==> src/sv/hsv2rgb_pkg.sv <==
// Shared constants, sector codes and a helper for the HSV to RGBA converter.
package hsv2rgb_pkg;

	localparam int HUE_BITS_DEF = 16;
	localparam int CH_W = 8;
	localparam int SEC_W = 3;

	localparam logic [CH_W-1:0] K_FULL = 8'd255;

	localparam logic [SEC_W-1:0] SEC_RED_YEL = 3'd0;
	localparam logic [SEC_W-1:0] SEC_YEL_GRN = 3'd1;
	localparam logic [SEC_W-1:0] SEC_GRN_CYN = 3'd2;
	localparam logic [SEC_W-1:0] SEC_CYN_BLU = 3'd3;
	localparam logic [SEC_W-1:0] SEC_BLU_MAG = 3'd4;

	// floor(y / 255), exact for y <= 255 * 255
	function automatic logic [CH_W-1:0] div255(input logic [2*CH_W-1:0] y);
		logic [2*CH_W:0] sum;
		sum = {1'b0, y} + {9'd0, y[2*CH_W-1:CH_W]} + 17'd1;
		return sum[2*CH_W-1:CH_W];
	endfunction

endpackage

==> src/sv/hsv_to_rgba_converter.sv <==
// HSV-plus-alpha to 8-bit RGBA pixel converter, five-stage pipeline.
// Throughput: one pixel per cycle while out_ready holds; set by the per-stage valid/ready chain.
// A stall at the output backs up stage by stage, bubbles are filled first.
// Reset clears all stage valid bits; datapath registers are not reset.
module hsv_to_rgba_converter
	import hsv2rgb_pkg::*;
#(
	parameter int HUE_BITS = HUE_BITS_DEF
) (
	input  logic                clk,
	input  logic                arst_n,
	input  logic                in_valid,
	output logic                in_ready,
	input  logic [HUE_BITS-1:0] hue_angle,
	input  logic [CH_W-1:0]     saturation,
	input  logic [CH_W-1:0]     brightness,
	input  logic [CH_W-1:0]     opacity,
	output logic                out_valid,
	input  logic                out_ready,
	output logic [CH_W-1:0]     red,
	output logic [CH_W-1:0]     green,
	output logic [CH_W-1:0]     blue,
	output logic [CH_W-1:0]     alpha_out
);

	localparam int H6_W = HUE_BITS + SEC_W;
	localparam int X_W = HUE_BITS + CH_W;
	localparam int M_W = HUE_BITS + 2 * CH_W;

	logic v_s1, v_s2, v_s3, v_s4, v_s5;
	logic en1, en2, en3, en4, en5;

	logic [SEC_W-1:0]    sec_s1, sec_s2, sec_s3, sec_s4;
	logic [HUE_BITS-1:0] frac_s1;
	logic [CH_W-1:0]     sat_s1, sat_s2, sat_s3, sat_s4;
	logic [CH_W-1:0]     val_s1, val_s2, val_s3, val_s4;
	logic [CH_W-1:0]     alp_s1, alp_s2, alp_s3, alp_s4;
	logic [X_W-1:0]      xq_s2;
	logic [2*CH_W-1:0]   pn_s2, pn_s3, pn_s4;
	logic [X_W-1:0]      dq_s3, dt_s3;
	logic [2*CH_W-1:0]   mq_s4, mt_s4;
	logic [CH_W-1:0]     red_s5, green_s5, blue_s5, alpha_s5;

	logic [H6_W-1:0]   h6;
	logic [X_W-1:0]    sat_sh, d_full;
	logic [M_W-1:0]    mq_full, mt_full;
	logic [CH_W-1:0]   p_val, q_val, t_val;

	assign en5 = !v_s5 || out_ready;
	assign en4 = !v_s4 || en5;
	assign en3 = !v_s3 || en4;
	assign en2 = !v_s2 || en3;
	assign en1 = !v_s1 || en2;
	assign in_ready = en1;

	always_ff @(posedge clk or negedge arst_n) begin
		if (!arst_n) begin
			v_s1 <= 1'b0;
			v_s2 <= 1'b0;
			v_s3 <= 1'b0;
			v_s4 <= 1'b0;
			v_s5 <= 1'b0;
		end else begin
			if (en1) v_s1 <= in_valid;
			if (en2) v_s2 <= v_s1;
			if (en3) v_s3 <= v_s2;
			if (en4) v_s4 <= v_s3;
			if (en5) v_s5 <= v_s4;
		end
	end

	// hue * 6 splits into sector and fraction
	assign h6 = ({{SEC_W{1'b0}}, hue_angle} << 2) + ({{SEC_W{1'b0}}, hue_angle} << 1);

	always_ff @(posedge clk) begin
		if (en1) begin
			sec_s1  <= h6[H6_W-1:HUE_BITS];
			frac_s1 <= h6[HUE_BITS-1:0];
			sat_s1  <= saturation;
			val_s1  <= brightness;
			alp_s1  <= opacity;
		end
	end

	always_ff @(posedge clk) begin
		if (en2) begin
			sec_s2 <= sec_s1;
			sat_s2 <= sat_s1;
			val_s2 <= val_s1;
			alp_s2 <= alp_s1;
			xq_s2  <= {{HUE_BITS{1'b0}}, sat_s1} * {{CH_W{1'b0}}, frac_s1};
			pn_s2  <= {{CH_W{1'b0}}, val_s1} * {{CH_W{1'b0}}, 8'(K_FULL - sat_s1)};
		end
	end

	assign sat_sh = {sat_s2, {HUE_BITS{1'b0}}};
	assign d_full = {K_FULL, {HUE_BITS{1'b0}}};

	always_ff @(posedge clk) begin
		if (en3) begin
			sec_s3 <= sec_s2;
			sat_s3 <= sat_s2;
			val_s3 <= val_s2;
			alp_s3 <= alp_s2;
			pn_s3  <= pn_s2;
			dq_s3  <= d_full - xq_s2;
			dt_s3  <= d_full - (sat_sh - xq_s2);
		end
	end

	assign mq_full = {{(M_W-CH_W){1'b0}}, val_s3} * {{CH_W{1'b0}}, dq_s3};
	assign mt_full = {{(M_W-CH_W){1'b0}}, val_s3} * {{CH_W{1'b0}}, dt_s3};

	always_ff @(posedge clk) begin
		if (en4) begin
			sec_s4 <= sec_s3;
			sat_s4 <= sat_s3;
			val_s4 <= val_s3;
			alp_s4 <= alp_s3;
			pn_s4  <= pn_s3;
			mq_s4  <= mq_full[M_W-1:HUE_BITS];
			mt_s4  <= mt_full[M_W-1:HUE_BITS];
		end
	end

	assign p_val = div255(pn_s4);
	assign q_val = div255(mq_s4);
	assign t_val = div255(mt_s4);

	always_ff @(posedge clk) begin
		if (en5) begin
			alpha_s5 <= alp_s4;
			case (sec_s4)
				SEC_RED_YEL: begin
					red_s5 <= val_s4; green_s5 <= t_val;  blue_s5 <= p_val;
				end
				SEC_YEL_GRN: begin
					red_s5 <= q_val;  green_s5 <= val_s4; blue_s5 <= p_val;
				end
				SEC_GRN_CYN: begin
					red_s5 <= p_val;  green_s5 <= val_s4; blue_s5 <= t_val;
				end
				SEC_CYN_BLU: begin
					red_s5 <= p_val;  green_s5 <= q_val;  blue_s5 <= val_s4;
				end
				SEC_BLU_MAG: begin
					red_s5 <= t_val;  green_s5 <= p_val;  blue_s5 <= val_s4;
				end
				default: begin
					red_s5 <= val_s4; green_s5 <= p_val;  blue_s5 <= q_val;
				end
			endcase
		end
	end

	assign out_valid = v_s5;
	assign red       = red_s5;
	assign green     = green_s5;
	assign blue      = blue_s5;
	assign alpha_out = alpha_s5;

	// input is only refused when every stage holds a request
	a_full_when_blocked: assert property (@(posedge clk) disable iff (!arst_n)
		!in_ready |-> (v_s1 && v_s2 && v_s3 && v_s4 && v_s5))
		else $error("input blocked while pipeline has a bubble");

	// zero saturation gives a grey pixel
	a_grey: assert property (@(posedge clk) disable iff (!arst_n)
		(v_s4 && sat_s4 == '0) |-> (mq_s4 == pn_s4 && mt_s4 == pn_s4))
		else $error("p, q, t differ at zero saturation");

	// a stalled stage-4 request keeps its products
	a_s4_hold: assert property (@(posedge clk) disable iff (!arst_n)
		(v_s4 && !en4) |=> ($stable(mq_s4) && $stable(mt_s4) && $stable(sec_s4)))
		else $error("stage 4 changed while stalled");

endmodule
==> config.mk <==
export PLATFORM = sky130hd
export DESIGN_NAME = hsv_to_rgba_converter
export DESIGN_NICKNAME = d
export VERILOG_FILES = /design/src/sv/hsv2rgb_pkg.sv /design/src/sv/hsv_to_rgba_converter.sv
export SDC_FILE = /design/constraint.sdc
export NUM_CORES = 1
export LEC_CHECK = 0
export ABC_AREA = 1
export BUFFER_PORTS_ARGS = -buffer_cell sky130_fd_sc_hd__buf_4
export CAP_MARGIN = 0
export CELL_PAD_IN_SITES_DETAIL_PLACEMENT = 0
export CELL_PAD_IN_SITES_GLOBAL_PLACEMENT = 1
export CORE_UTILIZATION = 50
export CTS_BUF_LIST = sky130_fd_sc_hd__clkbuf_8
export CTS_CLUSTER_SIZE = 14
export DETAILED_ROUTE_END_ITERATION = 12
export PLACE_DENSITY_LB_ADDON = 0.1
export SETUP_SLACK_MARGIN = 0.02
export SYNTH_ARGS = -nofsm -noshare
export SYNTH_HDL_FRONTEND = slang
export SYNTH_SLANG_ARGS = --single-unit
==> constraint.sdc <==
create_clock -name clk -period 13.94 [get_ports clk]
set_input_delay 0.697 -clock clk [delete_from_list [all_inputs] [get_ports clk]]
set_output_delay 0.697 -clock clk [all_outputs]
set_load 0.005 [all_outputs]
==> metrics.md <==
| Metric | Value |
|---|---|
| Sequential area share after synthesis | 27.0% |
| Post-synth ARST share | 1.71% |
| Crit Path Max Fanout | 22 |
| Clk_lat worst skew | 0.68 ns |
| Area Growth Syn to Fin | 7.54% |
| Layout Skew | 0.0430 ns |
| Iter 0 DRT Violations | 1,410 |
| Drt via density | 5.00 |
| Tmin final | 4.90 ns |
| Critical path arrival | 5.30 ns |
| CP endpoint kind | flip-flop |
| Vias in the first global route | 25,190 |
| Top post-synthesis cells by area | edfxtp_1 (27%), fa_1 (23%), nand2_1 (12%), inv_1 (11%), ha_1 (9.8%) |
| RSZ-0062 raised after global routing | false |
| Post-synth EDFFs | 287 |
| R2r setup slk | 9.04 ns |
| Row count | 93 |
| Library cells used by synthesis | 47 |
| Sink Count | 292 |
| Post-synth top flop | edfxtp_1 |
| Core region area | 64,200 sq um |
| Post-CTS Setup Bufs | 0 |
| Share of cells above drive strength 1 | 5.49% |
| Dpl cells | 4,833 |
| Worst slew margin | 33.7% |
| Initial antenna violation count | 2 |
| Full die area | 65,900 sq um |
| Initial Util | 50.5% |
| Worst min path class | in -> reg |
| Pin count of the biggest net entering global routing | 69 |
| Clock tree buffer depth | 3 |
| First-pass iteration count of the detailed router | 5 |
| Number of synthesized register bits | 292 |
| CTS tree | yes |
| Crit share post-route | 35.1% |
| Synth area leader | edfxtp_1 |
| Synth top area share | 26.6% |
| Critical Path Source Type | flip-flop |
| DP HPWL | 63,700 um |
| Clk slew on worst S/H paths | 0.06 ns |
| Worst Tran Pin Value | 0.995 ns |
| Setup TNS | 0 ns |
| Most common cell in the netlist | nand2_1 |
| Crit Path Class | reg -> reg |
| Final Hold Fails | 0 |
| Max Freq | 0.204 GHz |
| Top-Level Pins | 78 |
| H-Tree Depth | 2 |
| IO buf count | 77 |
| Outcome | complete, no violations |
| Clock root cell | clkbuf_8 |
| Total gr overflow | 0 |
| Synthesis Warnings | 0 |
| Vias | 24,665 |
| # DRC | 0 |
| Synth cell count leaders | nand2_1 (1,071), inv_1 (981), fa_1 (365), edfxtp_1 (287), ha_1 (255) |
| Synthesized area per cell | 8.10 sq um |
| ANT nets after route | 0 |
| Die Ht | 257 um |
| Die width | 257 um |
| Post-layout nets | 4,698 |
| First-pass GRT wire length | 131,000 um |
| GPL Wtd Cong | 0.901 |
| All-Layer GR Usage | 25.0% |
| WP data required | 14.34 ns |
| Cell count after synthesis | 4,005 |
| Post-Syn Area | 32,400 sq um |
| Max-Cap Viols | 0 |
| TritonCTS buffer count | 53 |
| Final setup violation count | 0 |
| Syn Nets | 4,669 |
| Pins Over Slew Limit | 0 |
| Final instance count without filler cells | 4,935 |
| Drt total wl | 79,400 um |
| WL/cell | 16.1 um |
cell families (layout without fill, tap and decap cells):
group / Yosys count / after routing / synth area share (%)
AOI/OAI and AO/OA: 267 / 267 / 4.62
xor gates and xnor gates: 80 / 80 / 2.16
adders and majority gates: 620 / 620 / 32.4
buffers and inverters: 1102 / 1175 / 12.9
DFF: 292 / 292 / 27.0
other: 0 / 2 / 0
and+or+nand+nor: 1644 / 1644 / 21.0
area by class of cell:
| class | instances | area, sq um |
|---|---|---|
| clock inverters | 46 | 453 |
| fillers | 6208 | 29300 |
| clock buffers | 53 | 729 |
| inverters | 985 | 3700 |
| flip-flops and latches | 292 | 8740 |
| well taps | 855 | 1070 |
| multi-input cells | 2611 | 19500 |
| repair buffers | 91 | 686 |
| diodes | 2 | 5.00 |
path summary, 6_finish.rpt:
path | start | end | depth (start not counted)
min | saturation[6] | sat_s1[6]$_DFFE_PP_ | 1
min reg2reg | pn_s3[4]$_DFFE_PP_ | pn_s4[4]$_DFFE_PP_ | 0
max reg2reg | sat_s1[4]$_DFFE_PP_ | pn_s2[14]$_DFFE_PP_ | 15
min in group asynchronous | arst_n | v_s2$_DFFE_PN0P_ | 2
max in group asynchronous | arst_n | v_s4$_DFFE_PN0P_ | 2
max | sat_s1[4]$_DFFE_PP_ | pn_s2[14]$_DFFE_PP_ | 15
flip-flops by register name (all words and copies together) (netlist names), 15 cells and up:
signal   flops
pn_s3       16
mt_s4       16
xq_s2       23
pn_s4       16
dq_s3       23
dt_s3       22
frac_s1     15
pn_s2       16
mq_s4       16
metal layers:
metal	track usage [%]	up-vias	share of wire [%]	wire length, um
met5	0	-	0	0
met4	8.56	0	3.2	2580
met3	2.90	128	4.2	3350
met2	42.2	513	48	37700
met1	33.3	11768	45	35700
li1	-	12256	-	-
cell usage in the layout (no fill, tap or decap), drive strengths merged, types with 8 or more instances in the layout:
cell / netlist / final
a21boi: 11 / 11
nand4: 46 / 46
nor2: 234 / 234
nand3: 195 / 195
clkinv: 0 / 20
bufinv: 0 / 8
xor2: 65 / 65
ha: 255 / 255
o21bai: 14 / 14
xnor2: 15 / 15
a21oi: 129 / 129
clkbuf: 93 / 53
buf: 24 / 90
or2: 8 / 8
inv: 985 / 1000
fa: 365 / 365
nand2: 1088 / 1088
nand3b: 14 / 14
o21ai: 85 / 85
a21o: 11 / 11
edfxtp: 287 / 287
nor3: 45 / 45
per-stage QoR:
stage / utilization, % / cell area (sq um) / hold slack (ns) / worst slack (ns)
finish: 54.3 / 34900 / 0.204 / 9.04
global route: 54.3 / 34900 / 0.164 / 8.70
CTS: 54.3 / 34900 / 0.150 / 9.11
detailed placement: 52.5 / 33700 / 0.405 / 9.13
global placement: 52.5 / 33700 / 0.400 / 9.15
floorplan: - / 32400 / 0.400 / 7.40
critical path, stage by stage, from the launching register on:
cell,delay [ns]
edfxtp_1,0.97
inv_1,0.20
nand2_1,0.13
fa_1,0.44
fa_1,0.55
inv_1,0.05
fa_1,0.47
inv_1,0.05
fa_1,0.47
inv_1,0.04
ha_1,0.36
a21oi_1,0.21
o21ai_0,0.09
a21oi_1,0.29
o21ai_0,0.15
xor2_1,0.17
what timing repair did:
action                                 in CTS  in global routing
endpoints found under the hold margin       5                  0
hold buffers                                1                  0
resized for setup                           0                  0
Power is not shown: default switching activity piles up to over one toggle a cycle in this logic, so the estimate is an artifact.
